`src/sv/slmd_queue.sv`:
```
// Short first-in first-out queue between the front and back ends.
module slmd_queue #(
    parameter int WIDTH = 8
) (
    input  logic             i_clk,
    input  logic             i_rst_n,
    input  logic             i_push,
    output logic             o_push_ready,
    input  logic [WIDTH-1:0] i_data,
    output logic             o_valid,
    input  logic             i_pop,
    output logic [WIDTH-1:0] o_data
);

    localparam int DEPTH = 4;
    localparam int PTR_W = $clog2(DEPTH);

    logic [WIDTH-1:0] r_mem [DEPTH];
    logic [PTR_W-1:0] r_wr;
    logic [PTR_W-1:0] r_rd;
    logic [PTR_W:0]   r_count;

    assign o_push_ready = (r_count != (PTR_W + 1)'(DEPTH));
    assign o_valid      = (r_count != '0);
    assign o_data       = r_mem[r_rd];

    always_ff @(posedge i_clk) begin
        if (i_push) begin
            r_mem[r_wr] <= i_data;
        end
    end

    always_ff @(posedge i_clk) begin
        if (!i_rst_n) begin
            r_wr    <= '0;
            r_rd    <= '0;
            r_count <= '0;
        end else begin
            if (i_push) begin
                r_wr <= r_wr + 1'b1;
            end
            if (i_pop) begin
                r_rd <= r_rd + 1'b1;
            end
            if (i_push && !i_pop) begin
                r_count <= r_count + 1'b1;
            end else if (!i_push && i_pop) begin
                r_count <= r_count - 1'b1;
            end
        end
    end

endmodule

```
`config.mk`:
```
export PLATFORM = sky130hd
export DESIGN_NAME = slmd_queue
export DESIGN_NICKNAME = d
export VERILOG_FILES = /design/src/sv/slmd_queue.sv
export SDC_FILE = /design/constraint.sdc
export NUM_CORES = 1
export LEC_CHECK = 0
export ABC_CLOCK_PERIOD_IN_PS = 2300
export BUFFER_PORTS_ARGS = -buffer_cell sky130_fd_sc_hd__buf_2
export CAP_MARGIN = 30
export CORE_MARGIN = 2
export CORE_UTILIZATION = 46
export CTS_CLUSTER_DIAMETER = 200
export DETAILED_ROUTE_END_ITERATION = 8
export GPL_TIMING_DRIVEN = 0
export PLACE_DENSITY = 0.66
export SYNTH_ARGS = -nofsm -noshare
export SYNTH_HDL_FRONTEND = slang
export SYNTH_SLANG_ARGS = --single-unit
export TNS_END_PERCENT = 100
```
`constraint.sdc`:
```
create_clock -name i_clk -period 2.3 [get_ports i_clk]
set_input_delay 0.345 -clock i_clk [delete_from_list [all_inputs] [get_ports i_clk]]
set_output_delay 0.345 -clock i_clk [all_outputs]
set_load 0.005 [all_outputs]
```
## After elaboration in Yosys (flattened, before gate mapping)

Memory sizes are Yosys's and may differ from the RTL's. A register that Yosys moved wholly into a read port is not among the register bits.
Index checks and enable logic that the tools add are counted.

- Latch bits: 0
- Memories kept: 1
- Logic and storage cells: 21
- Register bits after elaboration: 7
- Input port bits: 12
- RAM bits: 32
- Memory bits (read-only): 0

Memory list:

| memory | words | width | read ports | clocked after memory_dff | write ports | line | text |
|---|---|---|---|---|---|---|---|
| r_mem | 4 | 8 | 1 | 1 | 1 | 18 | `logic [WIDTH-1:0] r_mem [DEPTH];` |

- Bitwise gates (word level): 0
- Shift operators: 0
- Multiplexer cells: 6
- Reductions and logical operators: 6
- Add/subtract/negate cells: 4
- Divide/modulo/power cells: 0
- $lt $le $gt $ge: 0
- Equality and inequality tests: 1
- Multiply operators: 0

Operators with widths:

| cell | number |
|---|---|
| $mux W3 | 2 |
| $add A2 B1 Y2 const B | 2 |
| $mux W2 | 2 |
| $add A3 B1 Y3 const B | 1 |
| $ne A3 B3 Y1 const B | 1 |
| $reduce_bool A3 Y1 | 1 |
| $sub A3 B1 Y3 const B | 1 |
| $logic_and A1 B1 Y1 | 2 |
| $logic_not A1 Y1 | 2 |
| $mux W1 | 2 |
| $reduce_bool A2 Y1 | 1 |

## Depth between registers and ports, before layout

- Word-level depth: 4
- Gate-level depth with buffers: 7

## Worst setup path after synthesis

Ideal clock, no wire load.

- Path type: in2reg
- Start point: input port i_pop
- End point: register r_count[2]
- Setup slack: 714 ps
- Stages: 7
- Data required time: 2,230 ps
- Arrival: 1,516 ps
- Path buffers: 0
- Cells stage by stage: inv_1 ha_1 inv_1 fa_1 xor2_1 or3_1 a21boi_1

- Cells in the longest elaborated chain, start to end: 3
- Elaborated cells between the ends (all ways): 5
- Classes of those cells: mux (1); reduce/logical (4)

Ends and longest elaborated chain:

| item | line | text |
|---|---|---|
| start: declaration | 11 | `input logic i_pop,` |
| $logic_not A1 Y1 | 45 | `if (i_push && !i_pop) begin` |
| $logic_and A1 B1 Y1 | 45 |  |
| $mux W3 / $reduce_bool A2 Y1 (equally long branches) | -- |  |
| end signal: assignment | 46 | `r_count <= r_count + 1'b1;` |
| end signal: assignment | 48 | `r_count <= r_count - 1'b1;` |
| end: declaration | 21 | `logic [PTR_W:0] r_count;` |

Several ways; a longest one is shown, not always the timed one.
A chain may end at the register's enable or synchronous reset.

==> metrics list <==
* Finished Layout Cells: 161
- DIE HEIGHT: 63.1 um
- Counting the buffers created by CTS gives 5.
- For the final routed database, the setup TNS stands at 0 ps.
* Capture endpoint of the worst hold path: r_mem[0][4]
- Total track usage: 13.5%
- Together, buffers and inverters on the worst path number 2.
- DRC Markers: 0
- Worst endpoint required time: 1960 ps
- First-pass GRT wire length: 3820 um
- Final Routed Wirelength: 2350 um
* Post-synthesis average cell area: 18.7 um2
* Detail-routed net length per standard cell: 14.6 um
- Worst vdd rail ir drop: 0.000439 V
- Synth unique cells: 18
- The cell family contributing the most delay on the critical path is multiplexers.
- Counting along the longest clock path gives a buffer depth of 2.
- H-tree levels: 2
* Ports: 22
- 0 antenna diodes ended up in the layout.
- Along the worst path, the maximum fanout reaches 8.
- Of the synthesized area, sequential elements account for 71.1%.
- Remaining max-slew budget at the tightest pin: 69.8%
* Via count of the first global-routing pass: 825
* Hold Violations, Final: 0
- For the finished layout, the period the worst path requires is 1840 ps.
- Maximum cell stage delay along the critical path: 510 ps
- The first detailed-routing pass took 4 iterations.
- After detailed placement, the design holds a cell count of 153.
- Hold path startpoint: i_data[4]
- Combinational Power Share: 12.3%
- For this run the aggregate overflow at the end of global routing stands at 0.
* Critical setup path kind: register to primary output
- Counting the fill cells in the layout gives 289.
- Number of rows created at floorplan: 21
- The worst register-to-register path begins at r_count[0].
- Sequence of cells on the critical path: buf_6 > mux4_2 > buf_2
- Actual transition at the worst max-transition pin: 453 ps
- Cell type of the slowest stage on the worst timing path: mux4_2
- Number of nets with antenna violations after detailed routing: 0
- In this run, post-CTS hold repair placed 0 buffers.
* Static Leakage: 0.676 nW
- Number of cells on the worst reg-to-reg path: 4
- The number of max-slew violations in the final report was 0.
- Power per cell area: 809 nW/um2
- Buffers placed on the I/O ports in this run total 21.
- The worst register-to-register path has a setup slack of 830 ps.
- Post-synthesis sequential element count: 41
- Final Core Density: 55.2%
* Initial Utilization: 48.1%
- The routed layout has 798 vias.
- Counting every instance in the synthesized netlist gives 86.
- TritonCTS built the clock tree.
- Postcts setup bufs: 0
- Number of sinks on the clock net: 41
- Final net count: 132
- Share of the clock period used by the worst path after layout: 80.2%
- After floorplanning, the core was sized to cover 3340 um2.
- Path class of the lowest-slack min-delay path: input port to register
* Switching Share: 21.4%
- Gates resized during post-CTS repair numbered 0.
- Pin count of the biggest net entering global routing: 13
- Clock-pin slew was measured on the worst setup and hold paths at 110 ps.
- Startpoint type of the worst setup path: register
- Synthesis produced a netlist with a net count of 104.
- The internal power of the cells totals 1.17 mW.
- The initial antenna violation count came to 0.
- Clock power share: 29.5%
- During synthesis, Yosys emitted a total of 0 warnings.
- On the final layout, the worst clock skew is 3.81 ps.
- Horizontal die dimension: 63.1 um
- First-iteration detailed-routing DRC count: 34
- The run finished with clean final reports.
- Area delta synth->final: 14.8%
* Final non-filler cell area: 1840 um2
* Ratio of cells with drive above 1 in the final layout: 32.2%
* Reg2Reg Capture Point: r_count[2]
- HPWL reported at the end of detailed placement: 1650 um
- At the end of routability-driven placement, the weighted congestion stood at 0.639.
- Cell Area, Placed: 1770 um2
- Power Total: 1.49 mW
- Max capacitance violation total: 0
* Setup repair after global routing missed its margin: false
- Die area: 3980 um2
- For this run, the top clock speed supported by timing is 542 MHz.
- At the later pin of the worst-skew pair, clock insertion delay measures 340 ps.
* Post-synthesis instance area: 1600 um2
* Hold-critical path depth: 1
- Using the TritonRoute via totals, the vias-per-cell ratio works out to 4.96.
- STA puts the critical path data arrival time at 1500 ps.
- For this design the total switching power over the nets is 0.319 mW.
* Reg power frac: 58.2%
- STA classifies the critical path endpoint as a primary output.
- Clock root cell: clkbuf_4
- Setup violations remaining at the end of the flow were counted as 0.
-- cells in the mapped netlist, drive strengths merged --
library cell	n	area, um2
a21boi	1	7.51
and2	9	56.3
buf	1	11.3
clkbuf	1	5.00
dfxtp	9	180
edfxtp	32	961
fa	1	20.0
ha	5	62.6
inv	4	15.0
mux2i	2	20.0
mux4	8	180
nand2	2	7.51
nor2	1	3.75
nor2b	2	12.5
o21ai	1	5.00
or3	2	12.5
xnor2	2	17.5
xor2	3	26.3
-- cells in the final DEF, fill, tap and decap left out, drive strengths merged, types with 3 or more instances in the layout --
master   n
edfxtp  32
mux4     8
clkbuf   7
dfxtp    9
xor2     3
and2     9
buf     22
ha       5
inv      4
-- sequential cells by signal (all words and copies together), names as in the netlist, named ones only --
name and flops:
r_mem 32, r_count 3, r_rd 2, r_wr 2
-- cell type report --
cell class	count	area, um2	area share (%)
Tap cell	46	57.6	3.12
Clock buffer	6	41.3	2.24
Clock inverter	2	33.8	1.83
Sequential cell	41	1140	62.0
Multi-Input combinational cell	39	432	23.4
Inverter	4	15.0	0.815
Timing Repair Buffer	21	105	5.71
Buffer	2	16.3	0.883
-- stage by stage --
stage          setup slack [ps]  hold slack (ps)
6_report                    456              217
5_1_grt                     361              192
4_1_cts                     415              198
3_5_place_dp                460              523
3_3_place_gp                541              476
2_1_floorplan               714              444
-- power by group through the flow --
stage | clock network, mW | registers, mW | logic, mW
final | 0.439 | 0.867 | 0.183
after global routing | 0.485 | 0.873 | 0.205
after CTS | 0.452 | 0.868 | 0.189
after detailed placement | 0 | 0.884 | 0.189
after global placement | 0 | 0.882 | 0.179
after floorplan | 0 | 0.879 | 0.120
-- worst max path at each step --
stage              from          to  cells past startpoint
3_3_place_gp     i_push  r_count[2]                      7
4_1_cts        register   o_data[5]                      3
3_5_place_dp     i_push  r_count[2]                      7
6_report       register   o_data[0]                      3
5_1_grt        register   o_data[5]                      3
2_1_floorplan     i_pop  r_count[2]                      7
-- metal layers --
metal	vias to the layer above	global-route usage [%]	wire length [um]
met5	-	0	0
met4	0	6.67	44
met3	6	5.00	123
met2	17	22.6	1200
met1	399	15.2	981
li1	376	-	-
-- kinds of logic after synthesis --
kind of cell / Yosys count / share of synthesized area (%)
AO/OA/AOI/OAI: 2 / 0.780
XOR/XNOR: 5 / 2.73
adder cells (fa/ha/maj): 6 / 5.15
buffers and inverters: 6 / 1.95
flip-flops: 41 / 71.1
multiplexers: 10 / 12.5
AND/OR/NAND/NOR: 16 / 5.77
Note: power is estimated with default switching activity, not from simulation.
