<file path="config.mk">
export PLATFORM = sky130hd
export DESIGN_NAME = slmd_front
export DESIGN_NICKNAME = d
export VERILOG_FILES = /design/src/sv/slmd_pkg.sv /design/src/sv/slmd_front.sv
export SDC_FILE = /design/constraint.sdc
export NUM_CORES = 1
export LEC_CHECK = 0
export BUFFER_PORTS_ARGS = -buffer_cell sky130_fd_sc_hd__buf_2
export CAP_MARGIN = 5
export CORE_MARGIN = 3
export CORE_UTILIZATION = 48
export CTS_BUF_LIST = sky130_fd_sc_hd__clkbuf_16
export DETAILED_ROUTE_END_ITERATION = 6
export PLACE_DENSITY = 0.8
export SYNTH_ARGS = -nofsm -noshare
export SYNTH_HDL_FRONTEND = slang
export SYNTH_SLANG_ARGS = --single-unit
export TNS_END_PERCENT = 10
</file>
<file path="constraint.sdc">
create_clock -name i_clk -period 7.69 [get_ports i_clk]
set_input_delay 1.9225 -clock i_clk [delete_from_list [all_inputs] [get_ports i_clk]]
set_output_delay 1.9225 -clock i_clk [all_outputs]
set_load 0.01 [all_outputs]
</file>
<file path="src/sv/slmd_pkg.sv">
// Shared constants and types of the strict 3x3 local-maximum detector.
package slmd_pkg;

    // Widths of the configuration registers and of the running maxima count.
    localparam int ROWS_REG_W = 11;
    localparam int COLS_REG_W = 9;
    localparam int CFG_DATA_W = 11;
    localparam int CFG_IDX_W  = 1;
    localparam int CNT_W      = 19;

    // Configuration register indexes.
    localparam logic [CFG_IDX_W-1:0] REG_FRAME_ROWS = 1'b0;
    localparam logic [CFG_IDX_W-1:0] REG_FRAME_COLS = 1'b1;

    // Input word kinds.
    localparam logic KIND_PIXEL = 1'b0;
    localparam logic KIND_DRAIN = 1'b1;

    // Per-word decision control passed from the front end to the back end.
    typedef struct packed {
        logic decide;     // this word completes the window of a frame element
        logic first;      // decided element is the first of the frame
        logic last;       // decided element is the last of the frame
        logic has_up;     // a row above lies inside the frame
        logic has_down;   // a row below lies inside the frame
        logic has_left;   // a column to the left lies inside the frame
        logic has_right;  // a column to the right lies inside the frame
    } t_dec_ctrl;

endpackage

</file>
<file path="src/sv/slmd_front.sv">
// Front end: configuration registers, word classification and frame position tracking.
module slmd_front
    import slmd_pkg::*;
#(
    parameter int MAX_COLS    = 256,
    parameter int MAX_ROWS    = 1024,
    parameter int SAMPLE_BITS = 16
) (
    input  logic                                  i_clk,
    input  logic                                  i_rst_n,
    // configuration write channel
    input  logic                                  i_cfg_valid,
    output logic                                  o_cfg_ready,
    input  logic [CFG_IDX_W-1:0]                  i_cfg_index,
    input  logic [CFG_DATA_W-1:0]                 i_cfg_data,
    // classified input word
    input  logic                                  i_valid,
    output logic                                  o_ready,
    input  logic                                  i_kind,
    input  logic signed [SAMPLE_BITS-1:0]         i_sample,
    // towards the queue
    output logic                                  o_push,
    input  logic                                  i_push_ready,
    output logic signed [SAMPLE_BITS-1:0]         o_value,
    output logic [((MAX_COLS > 1) ? $clog2(MAX_COLS) : 1)-1:0] o_addr,
    output logic [((MAX_ROWS > 1) ? $clog2(MAX_ROWS) : 1)-1:0] o_row,
    output logic [((MAX_COLS > 1) ? $clog2(MAX_COLS) : 1)-1:0] o_col,
    output t_dec_ctrl                             o_ctrl
);

    localparam int ROW_W  = (MAX_ROWS > 1) ? $clog2(MAX_ROWS) : 1;
    localparam int COL_W  = (MAX_COLS > 1) ? $clog2(MAX_COLS) : 1;
    localparam int WARM_W = $clog2(MAX_COLS + 2);

    logic [ROWS_REG_W-1:0] r_rows;
    logic [COLS_REG_W-1:0] r_cols;
    logic [ROW_W-1:0]      last_row;
    logic [COL_W-1:0]      last_col;
    logic [WARM_W-1:0]     warm_target;

    logic                  r_started;
    logic                  r_filled;
    logic [COL_W-1:0]      r_addr;
    logic [ROW_W-1:0]      r_wrow;
    logic [WARM_W-1:0]     r_warm;
    logic [ROW_W-1:0]      r_drow;
    logic [COL_W-1:0]      r_dcol;

    logic                  accept;
    logic                  is_drain;
    logic                  cfg_wr;
    logic                  decide;
    logic                  dec_last;
    logic                  addr_wrap;

    // Clamp the frame size to the supported range; a zero counts as one.
    always_comb begin
        if (r_rows == '0) begin
            last_row = '0;
        end else if (32'(r_rows) > 32'(MAX_ROWS)) begin
            last_row = ROW_W'(MAX_ROWS - 1);
        end else begin
            last_row = ROW_W'(r_rows - 1'b1);
        end
        if (r_cols == '0) begin
            last_col = '0;
        end else if (32'(r_cols) > 32'(MAX_COLS)) begin
            last_col = COL_W'(MAX_COLS - 1);
        end else begin
            last_col = COL_W'(r_cols - 1'b1);
        end
    end

    // A decision is due once cols+1 words of the frame have gone by.
    assign warm_target = WARM_W'(last_col) + WARM_W'(2);

    assign o_cfg_ready = 1'b1;
    assign cfg_wr      = i_cfg_valid;
    assign o_ready     = i_push_ready;
    assign accept      = i_valid && i_push_ready;
    assign is_drain    = (i_kind == KIND_DRAIN);

    // A drain word before any word of a frame is swallowed.
    assign o_push   = accept && !(is_drain && !r_started);
    assign o_value  = (is_drain || r_filled) ? '0 : i_sample;
    assign o_addr   = r_addr;
    assign o_row    = r_drow;
    assign o_col    = r_dcol;

    assign decide    = (r_warm == warm_target);
    assign dec_last  = (r_drow == last_row) && (r_dcol == last_col);
    assign addr_wrap = (r_addr == last_col);

    always_comb begin
        o_ctrl.decide    = decide;
        o_ctrl.first     = (r_drow == '0) && (r_dcol == '0);
        o_ctrl.last      = dec_last;
        o_ctrl.has_up    = (r_drow != '0);
        o_ctrl.has_down  = (r_drow != last_row);
        o_ctrl.has_left  = (r_dcol != '0);
        o_ctrl.has_right = (r_dcol != last_col);
    end

    always_ff @(posedge i_clk) begin
        if (!i_rst_n) begin
            r_rows <= ROWS_REG_W'(1);
            r_cols <= COLS_REG_W'(1);
        end else if (cfg_wr) begin
            case (i_cfg_index)
                REG_FRAME_ROWS: r_rows <= i_cfg_data[ROWS_REG_W-1:0];
                REG_FRAME_COLS: r_cols <= i_cfg_data[COLS_REG_W-1:0];
                default: ;
            endcase
        end
    end

    always_ff @(posedge i_clk) begin
        if (!i_rst_n || cfg_wr || (o_push && decide && dec_last)) begin
            r_started <= 1'b0;
            r_filled  <= 1'b0;
            r_addr    <= '0;
            r_wrow    <= '0;
            r_warm    <= '0;
            r_drow    <= '0;
            r_dcol    <= '0;
        end else if (o_push) begin
            r_started <= 1'b1;
            r_addr    <= addr_wrap ? '0 : r_addr + 1'b1;
            if (!r_filled && addr_wrap) begin
                if (r_wrow == last_row) begin
                    r_filled <= 1'b1;
                end else begin
                    r_wrow <= r_wrow + 1'b1;
                end
            end
            if (decide) begin
                if (r_dcol == last_col) begin
                    r_dcol <= '0;
                    r_drow <= r_drow + 1'b1;
                end else begin
                    r_dcol <= r_dcol + 1'b1;
                end
            end else begin
                r_warm <= r_warm + 1'b1;
            end
        end
    end

endmodule

</file>
## Word level (Yosys, flattened, before mapping)

Index checks and enable logic that the tools add are counted.

| word-level totals | value |
|---|---|
| flip-flop bits (word level) | 67 |
| bits in latches | 0 |
| RAM bits | 0 |
| ROM bits | 0 |
| bits of input ports | 34 |
| output and inout bits | 52 |
| word-level logic and storage cells | 64 |
| memories kept | 0 |

| operators by class | value |
|---|---|
| add/sub/neg operators | 8 |
| $mul | 0 |
| div/mod/pow operators | 0 |
| order comparisons | 2 |
| eq/ne operators | 7 |
| shift operators | 0 |
| multiplexer cells | 7 |
| bitwise operators | 3 |
| reduce and logical (&&, ||, !) cells | 28 |

Operators by type and width:

| cell | number |
|---|---|
| 8-bit 2-to-1 mux | 4 |
| 10-bit by 1-bit adder with 10-bit output, second input constant | 2 |
| 10-bit equality test | 2 |
| 10-bit 2-to-1 mux | 2 |
| 8-bit by 1-bit adder with 8-bit output, second input constant | 2 |
| 8-bit equality test | 2 |
| 16-bit 2-to-1 mux | 1 |
| 11-bit > comparator, second input constant | 1 |
| 11-bit zero test | 1 |
| 10-bit zero test | 1 |
| 10-bit inequality test | 1 |
| 10-bit nonzero test | 1 |
| 10-bit by 1-bit subtractor with 10-bit output, second input constant | 1 |
| 8-bit by 2-bit adder with 9-bit output, second input constant | 1 |
| 9-bit by 1-bit adder with 9-bit output, second input constant | 1 |
| 9-bit equality test | 1 |
| 9-bit > comparator, second input constant | 1 |
| 9-bit zero test | 1 |
| 3-bit AND reduction | 3 |
| 1-bit logical AND | 8 |
| 8-bit zero test | 1 |
| 8-bit inequality test | 1 |
| 2-bit AND reduction | 4 |
| 8-bit nonzero test | 1 |
| 4 further kinds | 11 |

## Logic depth before layout (Yosys ltp)

Gate-level depths: netlist of the first run.

| depth | value |
|---|---|
| word-level depth | 8 |
| depth in mapped cells | 18 |
| gate-level depth less buffers | 14 |

## Worst setup path before layout of the first run

No wires, ideal clock.

| path | value |
|---|---|
| path type | register to output |
| start | register r_cols[0] |
| end | output o_ctrl[6] (netlist bit) |
| arrival time | 3847 ps |
| data required time | 5767 ps |
| path slack | 1921 ps |
| cell stages (with the launch flop) | 17 |
| path through | dfxtp_1 clkbuf_1 inv_1 ha_1 nor3b_1 buf_2 nand2_1 maj3_1 ha_1 xnor2_1 nor3_1 a211oi_2 o2111ai_1 nor4b_4 and3_1 buf_2 buf_4 |

| on the way | value |
|---|---|
| cells in the longest elaborated chain, start to end | 5 |
| elaborated cells on any way between the ends | 7 |
| those cells by class | add/sub (2); order compare (1); eq/ne (1); mux (2); reduce/logical (1) |

Ends and longest elaborated chain:

| element | line | RTL |
|---|---|---|
| start: declaration | slmd_front.sv:36 | `logic [COLS_REG_W-1:0] r_cols;` |
| start signal: assignment | slmd_front.sv:111 | `REG_FRAME_COLS: r_cols <= i_cfg_data[COLS_REG_W-1:0];` |
| 8-bit by 1-bit subtractor with 8-bit output or 9-bit > comparator (tied branches) | slmd_front.sv:70, slmd_front.sv:67 |  |
| 8-bit 2-to-1 mux | slmd_front.sv:67 | `end else if (32'(r_cols) > 32'(MAX_COLS)) begin` |
| 8-bit 2-to-1 mux (*) | slmd_front.sv:65 | `if (r_cols == '0) begin` |
| 8-bit by 2-bit adder with 9-bit output (*) | slmd_front.sv:75 | `assign warm_target = WARM_W'(last_col) + WARM_W'(2);` |
| 9-bit equality test (*) | slmd_front.sv:90 | `assign decide = (r_warm == warm_target);` |
| end: declaration | slmd_front.sv:28 | `output t_dec_ctrl o_ctrl` |

Mark *: on every way between the ends. The rest lies on a longest branch, timed or not.

==> Flow_metrics.wiki, run 1 <==
{| class="wikitable"
! Metric !! Value
|-
| Post-placement worst setup slack || 1.42 ns
|-
| Critical R2R Launch || r_cols[2]
|-
| Height of the die || 113 µm
|-
| Total of fill cells in the finished design || 1083
|-
| Die X-Extent || 113 µm
|-
| Count of non-filler cells in the finished layout || 909
|-
| Largest delay share family, worst path || simple AND/OR/NAND/NOR gates
|-
| Vias || 5529
|-
| Detailed Place HPWL || 11300 µm
|-
| Synthesized flop and latch total || 67
|-
| Number of antenna violations at the first check in global routing || 0
|-
| Placeable Area || 0.0110 mm²
|-
| Number of logic stages on the critical path including buffering || 11
|-
| Residual overflow from global routing || 0
|-
| Synthesized net count || 769
|-
| Biggest area consumer among synthesized cells || dfxtp_1
|-
| Data arrival, critical path || 4.71 ns
|-
| Critical-path maximum fanout || 17
|-
| Data required time at the worst endpoint || 5.77 ns
|-
| Final setup violation count || 0
|-
| CTS tree || built
|-
| Final Routed Wirelength || 15200 µm
|-
| Combined area of all synthesized cells || 0.00550 mm²
|-
| Global placement routability congestion || 0.933
|-
| Number of max-cap violations || 0
|-
| Number of flops mapped to enable cells by yosys || 0
|-
| Quantity of hold-fixing buffers added after cts || 0
|-
| Initial Utilization || 49.8%
|-
| Average wire per cell in the routed design || 16.7 µm
|-
| Number of H-tree branching levels || 3
|-
| First-pass iteration count of the detailed router || 4
|-
| Sequential-to-total area share from yosys stat || 24.4%
|-
| Largest clock skew in the final design || 0.00622 ns
|-
| Clock sink total || 67
|-
| Crit path time final || 6.64 ns
|-
| Leakage Power || 2.17 nW
|-
| Relative max-transition margin || 44.0%
|-
| Count of pins over their slew limit || 0
|-
| Cell with the most instances after synthesis || nand2_1
|-
| DRC viols || 0
|-
| Vias per inst || 6.08
|-
| Setup repair after global routing missed its margin || no
|-
| Library cells used by synthesis || 91
|-
| Yosys Warn Count || 0
|-
| Synth Flop Type || dfxtp_1
|-
| Max Root-Sink Buffers || 2
|-
| Top achievable clock speed || 151 MHz
|-
| Setup fix buffers added after clock tree synthesis || 0
|-
| Source-to-sink clock delay at the later pin of the worst-skew pair || 0.34 ns
|-
| Switching component of the power || 0.311 mW
|-
| Die area || 0.0128 mm²
|-
| Total number of placement rows || 38
|-
| Category of the worst setup path launch point || register
|-
| VDD IR max || 111 µV
|-
| Number of endpoints with negative hold slack in the final report || 0
|-
| CP cell instances || nor4_4, nand2_1, maj3_1, ha_1, xnor2_1, nor3_1, a211oi_2, o2111ai_1, nor4b_4, and3_1, buf_2
|-
| Combinational cell fraction of total power || 22.7%
|-
| Switching Fraction || 32.1%
|-
| Clock-pin transition on the worst setup and hold timing paths || 0.06 ns
|-
| Final setup slack of the worst path || 1.05 ns
|-
| Port bufs || 84
|-
| Diode count || 0
|-
| Category of the most critical setup path || reg2out
|-
| Nets || 809
|-
| Mean area per synthesized cell || 7.59 µm²
|-
| Transition time at the pin with the least slew margin || 0.833 ns
|-
| Worst reg-to-reg setup slack || 2.69 ns
|-
| Internal power || 0.658 mW
|-
| Synthesis-to-finish area growth || 11.3%
|-
| Iteration-0 DRC count of the detailed router || 510
|-
| Top cell type's share of synthesized area || 24.4%
|-
| Relative contribution of the clock network to total power || 39.3%
|-
| CP Capture Type || output pin
|-
| PostCTS Resize Cnt || 0
|-
| Hold crit path type || reg2reg
|-
| Pin count of the biggest net entering global routing || 40
|-
| Clk Tree Root Cell || clkbuf_16
|-
| Vias in the first global route || 5259
|-
| Fraction of synthesis flops using an asynchronous set or reset pin || 0%
|-
| Launch point of the worst path || r_cols[2]
|-
| Synth top cells by count || 79 x nand2_1, 67 x dfxtp_1, 47 x a21oi_1, 39 x nor2_1, 36 x clkbuf_1
|-
| Status || completed
|-
| Sum of negative setup slack || 0 ns
|-
| Slowest cell on crit path || nor4_4
|-
| Sequential power share || 38.1%
|-
| First-pass GRT wire length || 25400 µm
|-
| Tcrit/Tclk final || 86.3%
|-
| Inst Count DP || 893
|-
| Count of pins on the block boundary || 86
|-
| Number of routed nets with antenna violations || 0
|-
| Largest cells by area after synthesis || dfxtp_1 24%, nand2_1 5.4%, xnor2_1 4.6%, a21oi_1 4.3%, nor3_1 3.1%
|-
| Ratio of cells with drive above 1 in the final layout || 17.9%
|-
| Instance count of the mapped netlist || 724
|-
| Num CTS Buffers || 9
|-
| Worst reg-to-reg path cell count || 13
|-
| Power per standard cell area || 158 mW/mm²
|-
| Post-layout total power || 0.969 mW
|-
| Crit path largest cell delay || 0.81 ns
|-
| Buffers and inverters on the worst path || 1
|-
| RR Endpoint || r_warm[7]
|-
| CP Capture Point || o_ctrl[6]
|-
| GRT Total Usage || 23.7%
|}
==> registers in the layout, indices dropped and copies added (netlist names) <==
register,flops
r_rows,11
r_warm,9
r_filled,1
r_wrow,10
o_row,10
r_cols,9
r_started,1
o_addr,8
o_col,8
==> kinds of logic (layout without fill, tap and decap cells) <==
logic type               count (synthesis)  in the layout  synth area share [%]
XOR/XNOR                                44             44                  7.01
AO/OA/AOI/OAI                          194            194                  24.7
multiplexers                            11             11                  2.07
flip-flops                              67             67                  24.4
AND/OR/NAND/NOR                        310            310                  32.0
buffers and inverters                   81            126                  6.40
other                                    1              1                0.0682
adder cells (fa/ha/maj)                 16             16                  3.41
==> power by group through the flow <==
stage | sequential, mW | clock [mW] | combinational [mW]
floorplan | 0.364 | 0 | 0.180
global placement | 0.376 | 0 | 0.214
detailed placement | 0.376 | 0 | 0.216
CTS | 0.368 | 0.381 | 0.217
global route | 0.370 | 0.394 | 0.243
finish | 0.369 | 0.380 | 0.220
==> how the worst min path moves through the flow <==
| stage | end | start | cells past startpoint | slack, ns |
|---|---|---|---|---|
| floorplan | r_started | r_started | 2 | 0.43 |
| global placement | r_started | r_started | 2 | 0.45 |
| detailed placement | r_started | r_started | 2 | 0.45 |
| CTS | r_started | r_started | 2 | 0.46 |
| global route | r_started | r_started | 2 | 0.51 |
| finish | r_started | r_started | 2 | 0.47 |
==> metal layers <==
metal	vias up	wire, µm	GRT usage, %
li1	2736	-	-
met1	2602	6680	30.6
met2	162	7430	40.2
met3	29	762	3.80
met4	0	327	8.25
met5	-	0	0
==> layout make-up <==
class                      count  area [µm²]  share of cell area [%]
clock buffer                   9         225                    3.68
multi-input combinational    576        3810                    62.2
tap                          140         175                    2.86
inverter                      24        90.1                    1.47
timing repair buffer          86         435                    7.11
sequential                    67        1340                    21.9
clock inverter                 7        45.0                   0.736
==> worst min-delay path, stage by stage, from the launching register on <==
cell and delay (ns):
dfxtp_1 0.29, inv_1 0.07, a21oi_1 0.06
==> through the flow <==
stage               hold slack, ns  cell area (µm²)  utilization (%)
global placement             0.446             5850             53.0
floorplan                    0.432             5500                -
detailed placement           0.453             5850             53.0
global route                 0.507             6120             55.5
finish                       0.474             6120             55.5
CTS                          0.463             6120             55.5
==> placed cells by master (no fill, tap or decap), types with 5 or more instances in the layout <==
cell / synthesis / routed
a21boi_0: 20 / 20
nand4_1: 19 / 19
o21ai_0: 33 / 33
nor2b_1: 6 / 6
and3_1: 6 / 6
xor2_1: 15 / 15
a41oi_1: 6 / 6
mux2i_1: 8 / 8
nand2_1: 79 / 79
nand3_1: 25 / 25
clkbuf_16: 0 / 9
dfxtp_1: 67 / 67
nor4b_1: 5 / 5
or2_2: 5 / 5
a31oi_1: 11 / 11
nor3b_1: 5 / 5
a311oi_1: 5 / 5
and2_1: 20 / 20
or3_1: 17 / 17
ha_1: 11 / 11
buf_2: 11 / 84
nor4_1: 8 / 8
a21oi_1: 47 / 47
nor2_1: 39 / 39
o31ai_1: 11 / 11
inv_1: 22 / 22
maj3_1: 5 / 5
xnor2_1: 29 / 29
or4_1: 11 / 11
o211ai_1: 6 / 6
nor3_1: 34 / 34
Note: power is estimated with default switching activity, not from simulation.
==> inputs of run 2 (changes only) <==
--- a/config.mk
+++ b/config.mk
@@ -9,7 +9,6 @@
 export CAP_MARGIN = 5
 export CORE_MARGIN = 3
 export CORE_UTILIZATION = 48
-export CTS_BUF_LIST = sky130_fd_sc_hd__clkbuf_16
 export DETAILED_ROUTE_END_ITERATION = 6
 export PLACE_DENSITY = 0.8
 export SYNTH_ARGS = -nofsm -noshare
==> run 2 against run 1 <==
Compared with the run above:
- sequential share of layout area hardly changed
- global-route usage is essentially flat
- register-to-register slack about the same
- worst setup slack got worse by 0.00071 ns
- clock-buffer cell count is 1 higher
- cell count unchanged
- clock power is 3% higher
- via count increased by 1.4%
- design area increased by 0.16%
- core utilization is 0.091 points higher
- flip-flop and latch count unchanged
- total power is 1.3% higher
- largest cell class unchanged
- largest power group unchanged
==> Flow_metrics.wiki, run 2 (synthesis gave the netlist of run 1 again) <==
{| class="wikitable"
! Metric !! Value
|-
| Switching Fraction || 31.9%
|-
| Diode count || 0
|-
| Max Root-Sink Buffers || 2
|-
| Count of non-filler cells in the finished layout || 909
|-
| Quantity of hold-fixing buffers added after cts || 0
|-
| Placeable Area || 0.0110 mm²
|-
| Worst reg-to-reg path cell count || 13
|-
| VDD IR max || 110 µV
|-
| DRC viols || 0
|-
| Inst Count DP || 893
|-
| Multi-input combinational cell area || 0.00381 mm²
|-
| Ratio of cells with drive above 1 in the final layout || 18.1%
|-
| Post-layout total power || 0.981 mW
|-
| Relative contribution of the clock network to total power || 39.9%
|-
| Core occupancy in the finished layout || 55.6%
|-
| GRT Total Usage || 23.7%
|-
| Number of endpoints with negative hold slack in the final report || 0
|-
| Launch instance of the worst min-delay path || r_started
|-
| CTS tree || built
|-
| Tcrit/Tclk final || 86.3%
|-
| Hold crit path type || reg2reg
|-
| Transition time at the pin with the least slew margin || 0.877 ns
|-
| Count of cells along the worst hold path || 2
|-
| Count of pins on the block boundary || 86
|-
| CP Capture Type || output pin
|-
| Sequential power share || 37.6%
|-
| Average wire per cell in the routed design || 16.8 µm
|-
| Final Routed Wirelength || 15300 µm
|-
| Crit path time final || 6.64 ns
|-
| Nets || 809
|-
| Die area || 0.0128 mm²
|-
| Clk Tree Root Cell || clkbuf_16
|-
| Port bufs || 84
|-
| Critical R2R Launch || r_cols[2]
|-
| Num CTS Buffers || 9
|-
| Vias || 5605
|-
| Clock-pin transition on the worst setup and hold timing paths || 0.06 ns
|-
| First-pass GRT wire length || 25400 µm
|-
| Pin count of the biggest net entering global routing || 40
|-
| Power per standard cell area || 160 mW/mm²
|-
| Initial Utilization || 49.8%
|-
| RR Endpoint || r_warm[7]
|-
| Most frequent cells in the layout || 84 x buf_2, 79 x nand2_1, 67 x dfxtp_1
|-
| Worst-case hold path end point || r_started
|-
| Top achievable clock speed || 151 MHz
|-
| Number of max-cap violations || 0
|-
| First-pass iteration count of the detailed router || 5
|-
| Iteration-0 DRC count of the detailed router || 459
|-
| Combinational cell fraction of total power || 22.5%
|-
| Number of flip-flops in the largest register || 11
|-
| Setup repair after global routing missed its margin || no
|-
| Leading cell type in the layout, fill and taps excluded || buf_2
|-
| PostCTS Resize Cnt || 0
|-
| Internal power || 0.668 mW
|-
| Data arrival, critical path || 4.71 ns
|-
| Detailed Place HPWL || 11300 µm
|-
| Synthesis-to-finish area growth || 11.5%
|-
| Height of the die || 113 µm
|-
| Global placement routability congestion || 0.933
|-
| Switching component of the power || 0.313 mW
|-
| Category of the worst setup path launch point || register
|-
| Residual overflow from global routing || 0
|-
| Vias per inst || 6.17
|-
| Combined flip-flop and latch cell area || 0.00134 mm²
|-
| Total number of placement rows || 38
|-
| Number of H-tree branching levels || 3
|-
| Relative max-transition margin || 41.0%
|-
| Status || completed
|-
| Final setup violation count || 0
|-
| Clock sink total || 67
|-
| Source-to-sink clock delay at the later pin of the worst-skew pair || 0.34 ns
|-
| Total of fill cells in the finished design || 1079
|-
| Largest clock skew in the final design || 0.00781 ns
|-
| Die X-Extent || 113 µm
|-
| Category of the most critical setup path || reg2out
|-
| Vias in the first global route || 5257
|-
| Critical-path maximum fanout || 17
|-
| Worst reg-to-reg setup slack || 2.68 ns
|-
| Count of pins over their slew limit || 0
|-
| Leakage Power || 2.17 nW
|-
| Number of routed nets with antenna violations || 0
|-
| Setup fix buffers added after clock tree synthesis || 0
|-
| Sum of negative setup slack || 0 ns
|-
| Data required time at the worst endpoint || 5.77 ns
|-
| Top reg by flops || r_rows
|-
| Number of antenna violations at the first check in global routing || 0
|}
==> run 2: cell types whose count changed in the layout (fill, tap and decap cells not counted) <==
cell,delta
clkbuf_8,+1
clkinv_1,-1
==> run 2: power by group through the flow <==
stage	clock, mW	combinational, mW	sequential [mW]
6_report	0.392	0.220	0.369
3_3_place_gp	0	0.214	0.376
2_1_floorplan	0	0.180	0.364
5_1_grt	0.404	0.243	0.370
3_5_place_dp	0	0.216	0.376
4_1_cts	0.392	0.217	0.368
==> run 2: per-stage QoR <==
stage	hold slack [ns]	area [µm²]	setup WS (ns)
finish	0.470	6130	1.05
floorplan	0.432	5500	1.92
CTS	0.463	6130	1.08
global placement	0.446	5850	1.56
global route	0.507	6130	0.638
detailed placement	0.453	5850	1.42
==> run 2: how the worst max path moves through the flow <==
stage | from | to | slack, ns
2_1_floorplan | r_cols[0] | o_ctrl[6] | 1.92
3_3_place_gp | r_cols[2] | o_ctrl[6] | 1.56
3_5_place_dp | r_cols[2] | o_ctrl[6] | 1.42
4_1_cts | r_cols[2] | o_ctrl[6] | 1.08
5_1_grt | r_cols[2] | o_ctrl[6] | 0.64
6_report | r_cols[2] | o_ctrl[6] | 1.05
==> run 2: metal layers <==
layer / GRT usage (%) / routed length (µm)
met1: 30.6 / 6620
met2: 40.1 / 7430
met3: 3.74 / 842
met4: 8.49 / 392
met5: 0 / 0
==> run 2: layout make-up <==
type | count | area share [%]
inverters | 24 | 1.47
clock buffers | 10 | 3.90
flip-flops and latches | 67 | 21.9
well taps | 140 | 2.86
multi-input cells | 576 | 62.1
repair buffers | 86 | 7.10
clock inverters | 6 | 0.673
==> run 2: worst max-delay path, cell delays in order (launching register included) <==
cell       delay, ns
dfxtp_1         0.44
nor4_4          0.81
nand2_1         0.33
maj3_1          0.45
ha_1            0.30
xnor2_1         0.34
nor3_1          0.11
a211oi_2        0.23
o2111ai_1       0.19
nor4b_4         0.52
and3_1          0.45
buf_2           0.21
==> inputs of run 3 (changes only) <==
==> constraint.sdc (replaced) <==
create_clock -name i_clk -period 6.25 [get_ports i_clk]
set_input_delay 1.5625 -clock i_clk [delete_from_list [all_inputs] [get_ports i_clk]]
set_output_delay 1.5625 -clock i_clk [all_outputs]
set_load 0.01 [all_outputs]
==> run 3 against run 2 <==
Compared with the run above:
- clock-buffer cell count grew 1
- worst hold slack lost 0.0018 ns
- cell count grew 0.22%
- critical endpoint unchanged
- worst setup slack lost 0.74 ns
- highest routed layer unchanged
- core utilization grew 0.76 points
- critical path depth grew 2
==> Flow_metrics.wiki, run 3 (synthesis gave the netlist of run 1 again) <==
{| class="wikitable"
! Metric !! Value
|-
| Status || completed
|-
| Detailed Place HPWL || 11300 µm
|-
| Tcrit/Tclk final || 94.9%
|-
| Leakage Power || 2.22 nW
|-
| Count of pins on the block boundary || 86
|-
| Final setup slack of the worst path || 0.319 ns
|-
| Top achievable clock speed || 169 MHz
|-
| Number of antenna violations at the first check in global routing || 0
|-
| Category of the worst setup path launch point || register
|-
| Vias || 5622
|-
| Post-placement worst setup slack || 0.734 ns
|-
| Iteration-0 DRC count of the detailed router || 462
|-
| Inst Count DP || 896
|-
| Category of the most critical setup path || reg2out
|-
| Launch instance of the worst min-delay path || r_started
|-
| Ratio of cells with drive above 1 in the final layout || 18.2%
|-
| Power per standard cell area || 212 mW/mm²
|-
| Minimum hold slack || 0.468 ns
|-
| RR Endpoint || r_wrow[0]
|-
| Quantity of hold-fixing buffers added after cts || 0
|-
| First-pass iteration count of the detailed router || 5
|-
| Total number of placement rows || 38
|-
| Number of max-cap violations || 0
|-
| Total of fill cells in the finished design || 1022
|-
| Initial Utilization || 49.8%
|-
| Number of endpoints with negative hold slack in the final report || 0
|-
| Count of cells along the worst hold path || 2
|-
| Clock-pin transition on the worst setup and hold timing paths || 0.06 ns
|-
| Largest clock skew in the final design || 0.00719 ns
|-
| Max Root-Sink Buffers || 2
|-
| Top reg by flops || r_rows
|-
| PostCTS Resize Cnt || 0
|-
| Post-layout total power || 1.32 mW
|-
| Clk Tree Root Cell || clkbuf_16
|-
| Pin count of the biggest net entering global routing || 23
|-
| Die X-Extent || 113 µm
|-
| Placeable Area || 0.0110 mm²
|-
| Nets || 812
|-
| Final Routed Wirelength || 15400 µm
|-
| Data arrival, critical path || 4.37 ns
|-
| Vias in the first global route || 5273
|-
| Crit path time final || 5.93 ns
|-
| Synthesis-to-finish area growth || 13.0%
|-
| Transition time at the pin with the least slew margin || 0.925 ns
|-
| Critical R2R Launch || r_cols[0]
|-
| Num CTS Buffers || 9
|-
| Average wire per cell in the routed design || 16.9 µm
|-
| Sum of negative setup slack || 0 ns
|-
| Vias per inst || 6.17
|-
| CP Capture Type || output pin
|-
| Number of H-tree branching levels || 3
|-
| Clock sink total || 67
|-
| Residual overflow from global routing || 0
|-
| Diode count || 0
|-
| Height of the die || 113 µm
|-
| Count of pins over their slew limit || 0
|-
| Port bufs || 84
|-
| First-pass GRT wire length || 26000 µm
|-
| Relative max-transition margin || 37.7%
|-
| Setup repair after global routing missed its margin || no
|-
| Final setup violation count || 0
|-
| Worst-case hold path end point || r_started
|-
| DRC viols || 0
|-
| CTS tree || built
|-
| Source-to-sink clock delay at the later pin of the worst-skew pair || 0.34 ns
|-
| Worst reg-to-reg path cell count || 15
|-
| Number of routed nets with antenna violations || 0
|-
| Setup fix buffers added after clock tree synthesis || 0
|-
| Critical-path maximum fanout || 15
|-
| Hold crit path type || reg2reg
|-
| Most frequent cells in the layout || 84 x buf_2, 79 x nand2_1, 67 x dfxtp_1
|-
| Global placement routability congestion || 0.961
|-
| Worst reg-to-reg setup slack || 0.97 ns
|-
| Data required time at the worst endpoint || 4.69 ns
|-
| Die area || 0.0128 mm²
|-
| Number of flip-flops in the largest register || 11
|-
| VDD IR max || 144 µV
|-
| Count of non-filler cells in the finished layout || 911
|-
| Leading cell type in the layout, fill and taps excluded || buf_2
|-
| GRT Total Usage || 24.2%
|}
## run 3: how the worst max path moves through the flow
stage | startpoint | end | slack, ns
finish | r_cols[0] | o_ctrl[6] | 0.32
global route | r_cols[0] | o_ctrl[6] | 0.02
CTS | r_cols[0] | o_ctrl[6] | 0.33
detailed placement | r_cols[0] | o_ctrl[6] | 0.73
global placement | r_cols[0] | o_ctrl[6] | 0.87
floorplan | r_cols[0] | o_ctrl[6] | 0.84
## run 3: where the power goes
group	switching [mW]	leakage, nW	internal (mW)
clock network	0.192	0.166	0.399
logic	0.164	1.51	0.112
registers	0.0186	0.542	0.434
total	0.374	2.22	0.945
## run 3: routing by layer
metal	track usage [%]	up-vias	wire, µm
met3	4.01	34	911
met2	40.5	208	7460
met5	0	-	0
met4	7.29	0	340
li1	-	2751	-
met1	32.0	2629	6640
## run 3: worst max-delay path: stages (launching register included)
cell	delay (ns)
dfxtp_1	0.61
inv_1	0.21
ha_1	0.35
xor2_1	0.39
nor3_4	0.10
o21ai_0	0.33
ha_1	0.38
xnor2_1	0.23
nor3_1	0.10
a211oi_2	0.19
o2111ai_1	0.19
nor4b_4	0.54
and3_1	0.27
buf_2	0.14
## run 3: through the flow
step | instance area [µm²] | util (%)
floorplan | 5500 | -
CTS | 6210 | 56.3
global route | 6210 | 56.3
finish | 6210 | 56.3
global placement | 5870 | 53.2
detailed placement | 5870 | 53.2
## run 3: area by class of cell
type / instances / area, µm² / share of cell area (%)
Multi-Input combinational cell: 576 / 3810 / 61.3
Sequential cell: 67 / 1340 / 21.6
Timing Repair Buffer: 89 / 458 / 7.37
Clock buffer: 11 / 243 / 3.91
Tap cell: 140 / 175 / 2.82
Clock inverter: 4 / 98.8 / 1.59
Inverter: 24 / 90.1 / 1.45
